[src/rtl/sec_pkg.sv]
`default_nettype none

package sec_pkg;

    // Item action codes
    localparam logic [1:0] ACT_READ  = 2'd0;
    localparam logic [1:0] ACT_WRITE = 2'd1;
    localparam logic [1:0] ACT_EVENT = 2'd2;
    localparam logic [1:0] ACT_TICK  = 2'd3;

    // Configuration register indexes
    localparam logic [1:0] CFG_READ_OPCODE    = 2'd0;
    localparam logic [1:0] CFG_WRITE_OPCODE   = 2'd1;
    localparam logic [1:0] CFG_COOLDOWN_TICKS = 2'd2;

    localparam logic [7:0] READ_OPCODE_RST    = 8'h03;
    localparam logic [7:0] WRITE_OPCODE_RST   = 8'h02;
    localparam logic [7:0] COOLDOWN_TICKS_RST = 8'd10;
    localparam logic [7:0] DUMMY_BYTE         = 8'h00;

    typedef enum logic [8:0] {
        PH_IDLE   = 9'b0_0000_0001,
        PH_WAIT   = 9'b0_0000_0010,
        PH_OPC    = 9'b0_0000_0100,
        PH_ADR_H  = 9'b0_0000_1000,
        PH_ADR_M  = 9'b0_0001_0000,
        PH_ADR_L  = 9'b0_0010_0000,
        PH_DATA_A = 9'b0_0100_0000,
        PH_DATA_B = 9'b0_1000_0000,
        PH_EXIT   = 9'b1_0000_0000
    } sec_phase_t;

    typedef struct packed {
        logic [1:0]  action;
        logic [23:0] address;
        logic [15:0] length;
        logic        tx_empty;
        logic        rx_full;
        logic [7:0]  rx_data;
        logic [7:0]  write_data;
    } sec_in_t;

    typedef struct packed {
        logic       select_level;
        logic       tx_valid;
        logic [7:0] tx_byte;
        logic       rx_valid;
        logic [7:0] rx_byte;
        logic       irq_enable;
        logic       busy_res;
    } sec_out_t;

    typedef struct packed {
        logic       we;
        logic [1:0] index;
        logic [7:0] data;
    } sec_cfg_wr_t;

endpackage

`default_nettype wire

[src/rtl/spi_eeprom_command_sequencer.sv]
// SPI EEPROM command sequencer.
// Requests enter on item_valid/item_ready: a read or write request (action 0/1)
// latches address and length, an SPI event (action 2) advances the transfer,
// a tick (action 3) counts down the cooldown after a transfer. Every request
// yields exactly one result on result_valid/result_ready: chip select level,
// the byte sent, the read byte delivered, interrupt enable and busy.
// Configuration (opcodes and cooldown length) is written on cfg_valid/
// cfg_ready, index 0 read opcode, 1 write opcode, 2 cooldown ticks; cfg_ready
// is always high and writes are meant for idle periods only.
// A request accepted into the input register has its result registered in the
// result register as soon as that has space. Throughput is one request per
// cycle while results drain: the sequencer state updates in a single pass of
// logic between the input register and the result register.
// Reset: phases idle, counters zero, select deselected (high), interrupt
// enable low, configuration back to 0x03 / 0x02 / 10, both stages empty.
// Stall: while result_ready is low a held result stays put; one more request
// waits in the input register, then item_ready drops until the result drains.
`default_nettype none

module spi_eeprom_command_sequencer
    import sec_pkg::*;
(
    input  wire logic       clk,
    input  wire logic       rst_n,
    input  wire logic       item_valid,
    output logic            item_ready,
    input  wire sec_in_t    item,
    output logic            result_valid,
    input  wire logic       result_ready,
    output sec_out_t        result,
    input  wire logic       cfg_valid,
    output logic            cfg_ready,
    input  wire logic [1:0] cfg_index,
    input  wire logic [7:0] cfg_data
);

    logic        held_valid;
    sec_in_t     held_item;
    logic        out_space;
    logic        take;
    sec_out_t    result_next;
    sec_cfg_wr_t cfg_wr;

    // Advance one request whenever the result register can take its result
    assign take      = held_valid && out_space;
    assign cfg_ready = 1'b1;

    always_comb
    begin
        cfg_wr.we    = cfg_valid;
        cfg_wr.index = cfg_index;
        cfg_wr.data  = cfg_data;
    end

    sec_in_stage u_in (
        .clk        (clk),
        .rst_n      (rst_n),
        .item_valid (item_valid),
        .item_ready (item_ready),
        .item       (item),
        .take       (take),
        .held_valid (held_valid),
        .held_item  (held_item)
    );

    sec_core u_core (
        .clk         (clk),
        .rst_n       (rst_n),
        .step        (take),
        .item        (held_item),
        .cfg_wr      (cfg_wr),
        .result_next (result_next)
    );

    sec_out_stage u_out (
        .clk          (clk),
        .rst_n        (rst_n),
        .load         (take),
        .data_next    (result_next),
        .space        (out_space),
        .result_valid (result_valid),
        .result_ready (result_ready),
        .result       (result)
    );

    // A request held in the input stage must not change while it waits
    a_held_stable: assert property (@(posedge clk) disable iff (!rst_n)
        held_valid && !take |=> $stable(held_item))
        else $error("held request changed while stalled");

    // Bytes only move on the link while the device is selected
    a_tx_selected: assert property (@(posedge clk) disable iff (!rst_n)
        result_valid && (result.tx_valid || result.rx_valid) |-> !result.select_level)
        else $error("byte moved with select high");

    // Idle byte lanes read as zero
    a_idle_zero: assert property (@(posedge clk) disable iff (!rst_n)
        result_valid |-> (result.tx_valid || (result.tx_byte == 8'd0))
                         && (result.rx_valid || (result.rx_byte == 8'd0)))
        else $error("byte lane not zero while idle");

    // A load only happens into a free result register
    a_no_overwrite: assert property (@(posedge clk) disable iff (!rst_n)
        take |-> (!result_valid || result_ready))
        else $error("result overwritten before taken");

endmodule

`default_nettype wire

[src/rtl/sec_in_stage.sv]
`default_nettype none

module sec_in_stage
    import sec_pkg::*;
(
    input  wire logic    clk,
    input  wire logic    rst_n,
    input  wire logic    item_valid,
    output logic         item_ready,
    input  wire sec_in_t item,
    input  wire logic    take,
    output logic         held_valid,
    output sec_in_t      held_item
);

    logic    valid_reg;
    logic    valid_next;
    sec_in_t item_reg;

    assign item_ready = !valid_reg || take;
    assign valid_next = item_ready ? item_valid : valid_reg;

    always_ff @(posedge clk or negedge rst_n)
    begin
        if (!rst_n)
        begin
            valid_reg <= 1'b0;
        end
        else
        begin
            valid_reg <= valid_next;
        end
    end

    // Load a new request whenever the slot frees up
    always_ff @(posedge clk)
    begin
        if (item_ready && item_valid)
        begin
            item_reg <= item;
        end
    end

    assign held_valid = valid_reg;
    assign held_item  = item_reg;

endmodule

`default_nettype wire

[src/rtl/sec_core.sv]
`default_nettype none

module sec_core
    import sec_pkg::*;
(
    input  wire logic        clk,
    input  wire logic        rst_n,
    input  wire logic        step,
    input  wire sec_in_t     item,
    input  wire sec_cfg_wr_t cfg_wr,
    output sec_out_t         result_next
);

    typedef struct packed {
        sec_phase_t phase;
        logic       select_low;
        logic       txv;
        logic [7:0] txb;
    } sec_hdr_t;

    logic [7:0]  read_opcode_reg, write_opcode_reg, cooldown_ticks_reg;
    sec_phase_t  read_phase_reg, read_phase_next;
    sec_phase_t  write_phase_reg, write_phase_next;
    logic [23:0] read_address_reg, read_address_next;
    logic [23:0] write_address_reg, write_address_next;
    logic [15:0] read_remaining_reg, read_remaining_next;
    logic [15:0] write_remaining_reg, write_remaining_next;
    logic [7:0]  cooldown_count_reg, cooldown_count_next;
    logic        select_reg, select_next;
    logic        irq_enable_reg, irq_enable_next;

    logic        busy_now;
    logic        txv, rxv;
    logic [7:0]  txb, rxb;
    logic [7:0]  cool_dec;
    logic        write_yields;
    sec_hdr_t    hdr;
    sec_phase_t  hdr_phase;
    logic [7:0]  hdr_opcode;
    logic [23:0] hdr_address;

    // Opcode and three address bytes, shared by both directions
    function automatic sec_hdr_t hdr_step(
        input sec_phase_t  ph,
        input logic [7:0]  opc,
        input logic [23:0] adr,
        input logic        txe
    );
        sec_hdr_t h;
        h.phase      = ph;
        h.select_low = 1'b0;
        h.txv        = 1'b0;
        h.txb        = DUMMY_BYTE;
        unique case (ph)
            PH_WAIT:
            begin
                h.select_low = 1'b1;
                h.phase      = PH_OPC;
            end
            PH_OPC:
            begin
                if (txe)
                begin
                    h.txv   = 1'b1;
                    h.txb   = opc;
                    h.phase = PH_ADR_H;
                end
            end
            PH_ADR_H:
            begin
                if (txe)
                begin
                    h.txv   = 1'b1;
                    h.txb   = adr[23:16];
                    h.phase = PH_ADR_M;
                end
            end
            PH_ADR_M:
            begin
                if (txe)
                begin
                    h.txv   = 1'b1;
                    h.txb   = adr[15:8];
                    h.phase = PH_ADR_L;
                end
            end
            PH_ADR_L:
            begin
                if (txe)
                begin
                    h.txv   = 1'b1;
                    h.txb   = adr[7:0];
                    h.phase = PH_DATA_A;
                end
            end
            default:
            begin
                h.phase = ph;
            end
        endcase
        return h;
    endfunction

    assign busy_now     = (read_phase_reg != PH_IDLE) || (write_phase_reg != PH_IDLE);
    assign cool_dec     = (cooldown_count_reg != 8'd0) ? cooldown_count_reg - 8'd1
                                                       : cooldown_count_reg;
    assign write_yields = ((write_phase_reg == PH_IDLE) || (write_phase_reg == PH_WAIT))
                          && (read_phase_reg != PH_IDLE);
    assign hdr_phase    = write_yields ? read_phase_reg : write_phase_reg;
    assign hdr_opcode   = write_yields ? read_opcode_reg : write_opcode_reg;
    assign hdr_address  = write_yields ? read_address_reg : write_address_reg;
    assign hdr          = hdr_step(hdr_phase, hdr_opcode, hdr_address, item.tx_empty);

    always_comb
    begin
        read_phase_next      = read_phase_reg;
        write_phase_next     = write_phase_reg;
        read_address_next    = read_address_reg;
        write_address_next   = write_address_reg;
        read_remaining_next  = read_remaining_reg;
        write_remaining_next = write_remaining_reg;
        cooldown_count_next  = cooldown_count_reg;
        select_next          = select_reg;
        irq_enable_next      = irq_enable_reg;
        txv                  = 1'b0;
        txb                  = DUMMY_BYTE;
        rxv                  = 1'b0;
        rxb                  = DUMMY_BYTE;

        unique case (item.action)
            ACT_READ:
            begin
                if (read_phase_reg == PH_IDLE)
                begin
                    read_address_next   = item.address;
                    read_remaining_next = item.length;
                    read_phase_next     = PH_WAIT;
                    irq_enable_next     = 1'b1;
                end
            end
            ACT_WRITE:
            begin
                if (write_phase_reg == PH_IDLE)
                begin
                    write_address_next   = item.address;
                    write_remaining_next = item.length;
                    write_phase_next     = PH_WAIT;
                    irq_enable_next      = 1'b1;
                end
            end
            ACT_EVENT:
            begin
                priority if (!busy_now || (cooldown_count_reg != 8'd0))
                begin
                    irq_enable_next = 1'b0;
                    select_next     = 1'b1;
                end
                else if (write_yields)
                begin
                    unique case (read_phase_reg)
                        PH_DATA_A:
                        begin
                            txv             = 1'b1;
                            read_phase_next = PH_DATA_B;
                        end
                        PH_DATA_B:
                        begin
                            if (item.rx_full)
                            begin
                                rxv = 1'b1;
                                rxb = item.rx_data;
                                if (read_remaining_reg <= 16'd1)
                                begin
                                    read_remaining_next = 16'd0;
                                    read_phase_next     = PH_EXIT;
                                end
                                else
                                begin
                                    read_remaining_next = read_remaining_reg - 16'd1;
                                    txv                 = 1'b1;
                                end
                            end
                        end
                        PH_EXIT:
                        begin
                            read_phase_next     = PH_IDLE;
                            cooldown_count_next = cooldown_ticks_reg;
                        end
                        PH_WAIT, PH_OPC, PH_ADR_H, PH_ADR_M, PH_ADR_L:
                        begin
                            read_phase_next = hdr.phase;
                            txv             = hdr.txv;
                            txb             = hdr.txb;
                            if (hdr.select_low)
                            begin
                                select_next = 1'b0;
                            end
                        end
                        default:
                        begin
                            read_phase_next = PH_IDLE;
                        end
                    endcase
                end
                else
                begin
                    unique case (write_phase_reg)
                        PH_DATA_A:
                        begin
                            if (item.tx_empty)
                            begin
                                txv = 1'b1;
                                txb = item.write_data;
                                if (write_remaining_reg <= 16'd1)
                                begin
                                    write_remaining_next = 16'd0;
                                    write_phase_next     = PH_EXIT;
                                end
                                else
                                begin
                                    write_remaining_next = write_remaining_reg - 16'd1;
                                end
                            end
                        end
                        PH_EXIT:
                        begin
                            write_phase_next    = PH_IDLE;
                            cooldown_count_next = cooldown_ticks_reg;
                        end
                        PH_WAIT, PH_OPC, PH_ADR_H, PH_ADR_M, PH_ADR_L:
                        begin
                            write_phase_next = hdr.phase;
                            txv              = hdr.txv;
                            txb              = hdr.txb;
                            if (hdr.select_low)
                            begin
                                select_next = 1'b0;
                            end
                        end
                        default:
                        begin
                            write_phase_next = PH_IDLE;
                        end
                    endcase
                end
            end
            ACT_TICK:
            begin
                cooldown_count_next = cool_dec;
                if ((cool_dec == 8'd0) && busy_now)
                begin
                    irq_enable_next = 1'b1;
                end
            end
            default:
            begin
                irq_enable_next = irq_enable_reg;
            end
        endcase
    end

    always_comb
    begin
        result_next.select_level = select_next;
        result_next.tx_valid     = txv;
        result_next.tx_byte      = txv ? txb : DUMMY_BYTE;
        result_next.rx_valid     = rxv;
        result_next.rx_byte      = rxv ? rxb : DUMMY_BYTE;
        result_next.irq_enable   = irq_enable_next;
        result_next.busy_res     = (read_phase_next != PH_IDLE)
                                   || (write_phase_next != PH_IDLE);
    end

    always_ff @(posedge clk or negedge rst_n)
    begin
        if (!rst_n)
        begin
            read_opcode_reg    <= READ_OPCODE_RST;
            write_opcode_reg   <= WRITE_OPCODE_RST;
            cooldown_ticks_reg <= COOLDOWN_TICKS_RST;
        end
        else if (cfg_wr.we)
        begin
            unique case (cfg_wr.index)
                CFG_READ_OPCODE:    read_opcode_reg    <= cfg_wr.data;
                CFG_WRITE_OPCODE:   write_opcode_reg   <= cfg_wr.data;
                CFG_COOLDOWN_TICKS: cooldown_ticks_reg <= cfg_wr.data;
                default:            read_opcode_reg    <= read_opcode_reg;
            endcase
        end
    end

    always_ff @(posedge clk or negedge rst_n)
    begin
        if (!rst_n)
        begin
            read_phase_reg      <= PH_IDLE;
            write_phase_reg     <= PH_IDLE;
            read_address_reg    <= 24'd0;
            write_address_reg   <= 24'd0;
            read_remaining_reg  <= 16'd0;
            write_remaining_reg <= 16'd0;
            cooldown_count_reg  <= 8'd0;
            select_reg          <= 1'b1;
            irq_enable_reg      <= 1'b0;
        end
        else if (step)
        begin
            read_phase_reg      <= read_phase_next;
            write_phase_reg     <= write_phase_next;
            read_address_reg    <= read_address_next;
            write_address_reg   <= write_address_next;
            read_remaining_reg  <= read_remaining_next;
            write_remaining_reg <= write_remaining_next;
            cooldown_count_reg  <= cooldown_count_next;
            select_reg          <= select_next;
            irq_enable_reg      <= irq_enable_next;
        end
    end

endmodule

`default_nettype wire

[src/rtl/sec_out_stage.sv]
`default_nettype none

module sec_out_stage
    import sec_pkg::*;
(
    input  wire logic     clk,
    input  wire logic     rst_n,
    input  wire logic     load,
    input  wire sec_out_t data_next,
    output logic          space,
    output logic          result_valid,
    input  wire logic     result_ready,
    output sec_out_t      result
);

    logic     valid_reg;
    logic     valid_next;
    sec_out_t data_reg;

    assign space      = !valid_reg || result_ready;
    assign valid_next = load || (valid_reg && !result_ready);

    always_ff @(posedge clk or negedge rst_n)
    begin
        if (!rst_n)
        begin
            valid_reg <= 1'b0;
        end
        else
        begin
            valid_reg <= valid_next;
        end
    end

    always_ff @(posedge clk)
    begin
        if (load)
        begin
            data_reg <= data_next;
        end
    end

    assign result_valid = valid_reg;
    assign result       = data_reg;

endmodule

`default_nettype wire

[config.mk]
export PLATFORM = sky130hd
export DESIGN_NAME = spi_eeprom_command_sequencer
export DESIGN_NICKNAME = d
export VERILOG_FILES = /design/src/rtl/sec_pkg.sv /design/src/rtl/spi_eeprom_command_sequencer.sv /design/src/rtl/sec_in_stage.sv /design/src/rtl/sec_core.sv /design/src/rtl/sec_out_stage.sv
export SDC_FILE = /design/constraint.sdc
export NUM_CORES = 1
export LEC_CHECK = 0
export BUFFER_PORTS_ARGS = -buffer_cell sky130_fd_sc_hd__buf_4
export CAP_MARGIN = 25
export CORE_UTILIZATION = 45
export DETAILED_ROUTE_END_ITERATION = 8
export SLEW_MARGIN = 30
export SYNTH_ARGS = -nofsm -noshare
export SYNTH_HDL_FRONTEND = slang
export SYNTH_SLANG_ARGS = --single-unit
[constraint.sdc]
create_clock -name clk -period 3.9 [get_ports clk]
set_input_delay 0.78 -clock clk [delete_from_list [all_inputs] [get_ports clk]]
set_output_delay 0.78 -clock clk [all_outputs]
set_load 0.05 [all_outputs]
==> run_results.csv, run 1 <==
group,metric,value,unit
timing,worst_pin_slew,842,ps
clock_network,post_cts_buffers,0,
place,io_buffer_count,97,
finish,fillers,2125,
drt,drc_errors,0,
worst_setup_path,worstPathArrival,3920,ps
floorplan,initial_utilization,46.4,%
finish,instances_no_fill,1477,
drt,routed_wl,28.7,mm
timing,max_clock_freq,275,MHz
yosys,synthArstFlopShare,62.3,%
power_and_ir_drop,ir_worst_vdd,0.346,mV
clock_network,htree_levels,1,
power_and_ir_drop,switchingPower,1.94,mW
worst_setup_path,endpoint,"u_out.result[0]",
power_and_ir_drop,p_leak,5.24,nW
yosys,synthTopCellsByArea,"dfrtp_1 (30%), edfxtp_1 (23%), mux2_2 (8.1%)",
drt,vias,8526,
floorplan,rows,55,
power_and_ir_drop,p_per_area,503,nW/um2
finish,nNetsFinal,1230,
clock_network,cts_tree,"done",
drt,drt-pass1-iter-count,5,
place,dp_hpwl,20.2,mm
yosys,syn_area,10600,um2
finish,drive_gt1_share,25.4,%
worst_setup_path,critPathLaunch,"u_core.cooldown_count_reg[3]",
yosys,ys_seq_elements,215,
timing,skew,15.7,ps
yosys,ys_warn_count,0,
yosys,synthCells,1021,
power_and_ir_drop,power,6.42,mW
floorplan,dieArea,24200,um2
finish,ff_latch_area,5800,um2
grt,grt_pass1_wl,45.7,mm
timing,setup-tns-final,0,ps
timing,rsz0062_at_grt,"false",
clock_network,cts_sinks,215,
worst_setup_path,crit_type,"reg -> reg",
power_and_ir_drop,comb_power_share,18.8,%
finish,areaGrowthSynthToFinish,20.3,%
clock_network,cts.path.max_buffers,3,
yosys,syn-num-nets,1106,
floorplan,die_y,156,um
grt,grt_overflow,0,
grt,grt_pass1_vias,8172,
worst_setup_path,r2r_slack,260,ps
worst_setup_path,rr_worst_depth,9,
yosys,synth_edf_count,81,
worst_setup_path,required,4180,ps
worst_setup_path,cp_max_fo,7,
place,gp_congestion,0.931,
drt,initialDrtViolationCount,581,
worst_setup_path,r2r-start,"u_core.cooldown_count_reg[3]",
floorplan,die_w,156,um
clock_network,hold_buffers,0,
grt,grt_max_degree,89,
power_and_ir_drop,internal_power,4.49,mW
clock_network,cts_root_buffer,"clkbuf_16",
finish,multi_input_area,4530,um2
finish,diodes,0,
timing,post-route-period-util,93.3,%
drt,viasPerCell,5.77,
yosys,synth_top_area_share,29.7,%
worst_setup_path,start_kind,"flop",
power_and_ir_drop,p_clk_share,36.1,%
yosys,synth_top_cell_by_area,"dfrtp_1",
clock_network,cts_buffers,25,
clock_network,clock_latency,540,ps
outcome,outcome,"complete, no violations",
place,dp.cells,1431,
timing,slew_violations,0,
clock_network,cts_resized,0,
timing,finalSetupViolations,0,
yosys,synth_seq_area_share,54.6,%
power_and_ir_drop,swShare,30.2,%
finish,largest_reg_flops,60,
yosys,syn_avg_cell_area,10.4,um2
worst_setup_path,end_kind,"flop",
yosys,synthDistinctLibCells,74,
drt,drt-wirelength-per-cell,19.5,um
grt,antenna_found_initial,0,
timing,max_slew_margin,43.9,%
min_path,hp-class,"in -> async",
grt,grt_use_total,24.2,%
clock_network,path_clk_slew,60,ps
floorplan,core_area,22800,um2
timing,hold_viol,0,
worst_setup_path,rr_endpoint,"u_out.result[0]",
run,maxCapViolCount,0,
yosys,synth_flop_cell,"dfrtp_1",
drt,postRouteAntennaNets,0,
power_and_ir_drop,seq_power_share,45.1,%
floorplan,ios,99,
timing,period_needed,3640,ps
## power groups by stage
| stage | clock [mW] | sequential [mW] | combinational, mW |
|---|---|---|---|
| floorplan | 0 | 2.90 | 0.766 |
| global placement | 0 | 2.92 | 1.19 |
| detailed placement | 0 | 2.93 | 1.19 |
| CTS | 2.36 | 2.89 | 1.20 |
| global route | 2.45 | 2.93 | 1.34 |
| finish | 2.32 | 2.90 | 1.20 |
## cells by family (layout without fill, tap and decap cells)
kind of cell             after synthesis  after routing  share of synthesized area, %
AO/OA/AOI/OAI                        284            284                          16.5
XOR/XNOR                              13             13                          1.07
adder cells (fa/ha/maj)               10             10                          1.18
buffers and inverters                 77            220                          2.84
flip-flops                           215            215                          54.6
multiplexers                          77             77                          8.16
other                                  1              1                        0.0353
AND/OR/NAND/NOR                      344            344                          15.6
## through the flow
step | utilization, % | hold WS, ps | cell area [um2] | worst slack [ps]
2_1_floorplan | - | 457 | 10600 | 504
3_3_place_gp | 52.3 | 481 | 11900 | 361
3_5_place_dp | 52.3 | 487 | 11900 | 311
4_1_cts | 55.9 | 327 | 12800 | 273
5_1_grt | 55.9 | 370 | 12800 | 22.7
6_report | 55.9 | 280 | 12800 | 261
## cell usage after synthesis (all sizes together), types with 5 or more instances
cell,instances
and2,12
nor2b,10
mux2,76
a22o,11
o22ai,7
xnor2,7
nand3,15
inv,21
nand2b,11
nor4,17
buf,7
edfxtp,81
a22oi,5
dfrtp,126
or2,5
o21ai,93
clkbuf,47
or3,5
nor3,33
o41ai,10
o21bai,5
dfstp,8
xor2,6
a31oi,8
a21oi,100
or4,14
and3,6
nand2,136
ha,10
nor2,63
## critical path, cell delays in order, from the launching register on
cell and delay, ps:
dfrtp_1 440, nor4_1 530, nand3_1 290, or4_1 650, a22o_1 220, a211oi_1 210, o221ai_1 140, or4_1 550
a2111oi_2 240, nand3_1 110
## how the worst min path moves through the flow
| stage | startpoint | slack [ps] | endpoint | cells past startpoint |
|---|---|---|---|---|
| 2_1_floorplan | u_in.held_valid | 460 | u_out.result_valid | 1 |
| 3_3_place_gp | u_in.held_valid | 480 | u_out.result_valid | 1 |
| 3_5_place_dp | u_in.held_item[39] | 490 | u_core.write_address_reg[5] | 1 |
| 4_1_cts | rst_n | 330 | u_in.held_valid | 1 |
| 5_1_grt | rst_n | 370 | u_core.cooldown_ticks_reg[6] | 1 |
| 6_report | rst_n | 280 | u_core.cooldown_ticks_reg[2] | 1 |
## per-layer routing
metal | part of all wire, % | track usage, % | vias to the layer above
met5 | 0 | 0 | -
met4 | 3.8 | 9.34 | 0
met3 | 5.5 | 3.11 | 77
met2 | 44 | 36.3 | 291
met1 | 47 | 35.7 | 4148
li1 | - | - | 4010
## layout by cell type, fill, tap and decap left out, types with 15 or more instances in the layout
cell type,instances
nor3_1,33
dfrtp_1,126
nor2_1,61
nor4_1,17
nand2_1,136
nand3_1,15
clkbuf_16,25
edfxtp_1,81
inv_1,21
o21ai_0,91
a21oi_1,100
mux2_2,76
buf_4,149
## area by class of cell
type                    instances  area share, %
inverters                      23          0.676
multi-input cells             729           35.5
flip-flops and latches        215           45.4
clock inverters                18           1.25
clock buffers                  28           5.15
repair buffers                151           9.01
well taps                     313           3.07
Power figures use the tool's default switching activity.
==> inputs of run 2 (changes only) <==
Settings changed: CAP_MARGIN 25 to not set, PLACE_DENSITY set to 0.66.
Clock period 3.9 ns to 3.3 ns, I/O delays scaled along.
==> run 2 against run 1 <==
Fmax increased by 8.5%. Cell count increased by 4.5%. Sequential cell count unchanged. The flow now finishes with violations (negative setup slack).
==> run_results.csv, run 2 (synthesized netlist as in run 1, its figures left out) <==
group,metric,value,unit
place,dp_slack,-55.8,ps
finish,fillers,2018,
clock_network,cts_root_buffer,"clkbuf_16",
grt,grt_pass1_wl,46.5,mm
grt,grtUsageMet3,3.50,%
timing,max_slew_margin,50.3,%
floorplan,ios,99,
timing,finalSetupViolations,5,
worst_setup_path,cp_slowest_cell,"or4_4",
timing,worst_slack,-52.7,ps
drt,initialDrtViolationCount,684,
finish,multi_input_area,4700,um2
clock_network,hold_buffers,0,
place,dp.cells,1495,
finish,nNetsFinal,1298,
worst_setup_path,cp_max_fo,6,
grt,grt_overflow,0,
floorplan,rows,55,
finish,drive_gt1_share,31.3,%
outcome,failed_checks,"negative setup slack",
clock_network,cts_buffers,24,
grt,gr-usage-met1,37.0,%
worst_setup_path,worstPathArrival,3740,ps
floorplan,die_y,156,um
drt,drt-pass1-iter-count,5,
finish,layout_common_cells,"buf_4 (210), nand2_1 (136), dfrtp_1 (126)",
place,dp_hpwl,21.3,mm
min_path,hp-class,"in -> async",
worst_setup_path,critPathBufInv,1,
timing,hold_viol,0,
worst_setup_path,crit_family,"simple AND/OR/NAND/NOR gates",
worst_setup_path,start_kind,"flop",
clock_network,path_clk_slew,60,ps
finish,diodes,0,
grt,grt.busiest_layer,"met2",
grt,grt_util_met2,37.4,%
clock_network,cts.path.max_buffers,3,
drt,drt-wirelength-per-cell,19.2,um
finish,areaGrowthSynthToFinish,27.2,%
timing,rsz0062_at_grt,"true",
run,maxCapViolCount,0,
power_and_ir_drop,p_per_area,572,nW/um2
clock_network,htree_levels,1,
worst_setup_path,path_cells,"or4_4, or4b_4, buf_8, a211oi_4, o21ai_2, or3b_4, a31oi_4, a221o_2, o311ai_4, a21oi_1",
floorplan,dieArea,24200,um2
timing,slew_violations,0,
timing,post-route-period-util,102,%
place,io_buffer_count,97,
timing,period_needed,3350,ps
grt,grt_max_degree,135,
place,gp_congestion,0.919,
clock_network,cts_tree,"done",
worst_setup_path,cpPeakStageDelay,560,ps
power_and_ir_drop,ir_worst_vdd,0.558,mV
grt,antenna_found_initial,0,
clock_network,clock_latency,540,ps
drt,drc_errors,0,
finish,instances_no_fill,1544,
timing,skew,22.8,ps
timing,max_clock_freq,298,MHz
grt,grt_pass1_vias,8343,
finish,largest_reg_flops,60,
drt,vias,8827,
timing,worst_pin_slew,745,ps
grt,grt_use_total,24.7,%
finish,final_common_cell,"buf_4",
clock_network,cts_sinks,215,
drt,viasPerCell,5.72,
floorplan,initial_utilization,46.4,%
drt,routed_wl,29.7,mm
drt,postRouteAntennaNets,0,
worst_setup_path,end_kind,"flop",
floorplan,die_w,156,um
worst_setup_path,required,3690,ps
outcome,outcome,"complete, but fails checks",
power_and_ir_drop,p_leak,5.65,nW
worst_setup_path,crit_type,"reg -> reg",
finish,ff_latch_area,5800,um2
floorplan,core_area,22800,um2
-- run 2: changes by cell type in the layout (fill, tap and decap cells not counted), moves of 3 or more --
cell     before  now
o41ai_2       0    3
a21oi_1     100   95
o21ai_0      91   88
or4_4         2    6
or4_1        12    8
buf_4       149  210
a21oi_2       0    5
o41ai_1      10    7
buf_12        1    4
-- run 2: what timing repair did --
item | CTS | global route
pin swaps | 5 | 5
endpoints found under the setup margin | 11 | 13
buffers inserted | 1 | 2
gates cloned | 1 | 1
gates resized for setup | 11 | 22
-- run 2: area by class of cell --
cell class	instances	area share [%]
inverters	23	0.640
clock buffers	27	4.53
flip-flops and latches	215	43.0
clock inverters	17	1.39
repair buffers	219	12.7
well taps	313	2.90
multi-input cells	730	34.9
-- run 2: worst paths after layout --
path / cells past startpoint / to / slack (ps) / start
worst max register to register: 10 / u_out.result[11] / -50 / u_core.read_phase_reg[7]
min in group clk: 1 / u_in.held_item[39] / 290 / item[39]
max in group asynchronous: 2 / u_core.read_address_reg[9] / 2500 / rst_n
worst min register to register: 1 / u_out.result_valid / 490 / u_in.held_valid
worst max-delay path: 10 / u_out.result[11] / -50 / u_core.read_phase_reg[7]
worst min-delay path: 2 / u_out.result_valid / 260 / rst_n
-- run 2: power by group --
group	internal (mW)	total, mW	switching, mW
combinational	0.707	1.63	0.927
clock	1.58	2.70	1.12
sequential	3.13	3.39	0.261
total	5.41	7.72	2.31
-- run 2: worst register-to-register path: cells and delay by family (launching register included) --
family	cells	cell delay, ps
flip-flops	1	380
buffers and inverters	1	160
AO/OA/AOI/OAI	6	1160
AND/OR/NAND/NOR	3	1510
-- run 2: per-stage QoR --
step                      setup TNS (ps)  total power [mW]  hold slack, ps  utilization [%]  area, um2
after floorplan                        0              4.34             364                -      10600
after global placement              -129              4.98             480             54.6      12500
after detailed placement            -351              5.01             483             54.6      12500
after CTS                          -5.27              7.74             272             58.5      13400
after global routing               -1080              8.10             268             59.1      13500
final                               -124              7.72             264             59.1      13500
-- run 2: per-layer routing --
metal / up-vias / routed length (um)
li1: 4143 / -
met1: 4320 / 13700
met2: 321 / 13400
met3: 43 / 1930
met4: 0 / 670
met5: - / 0
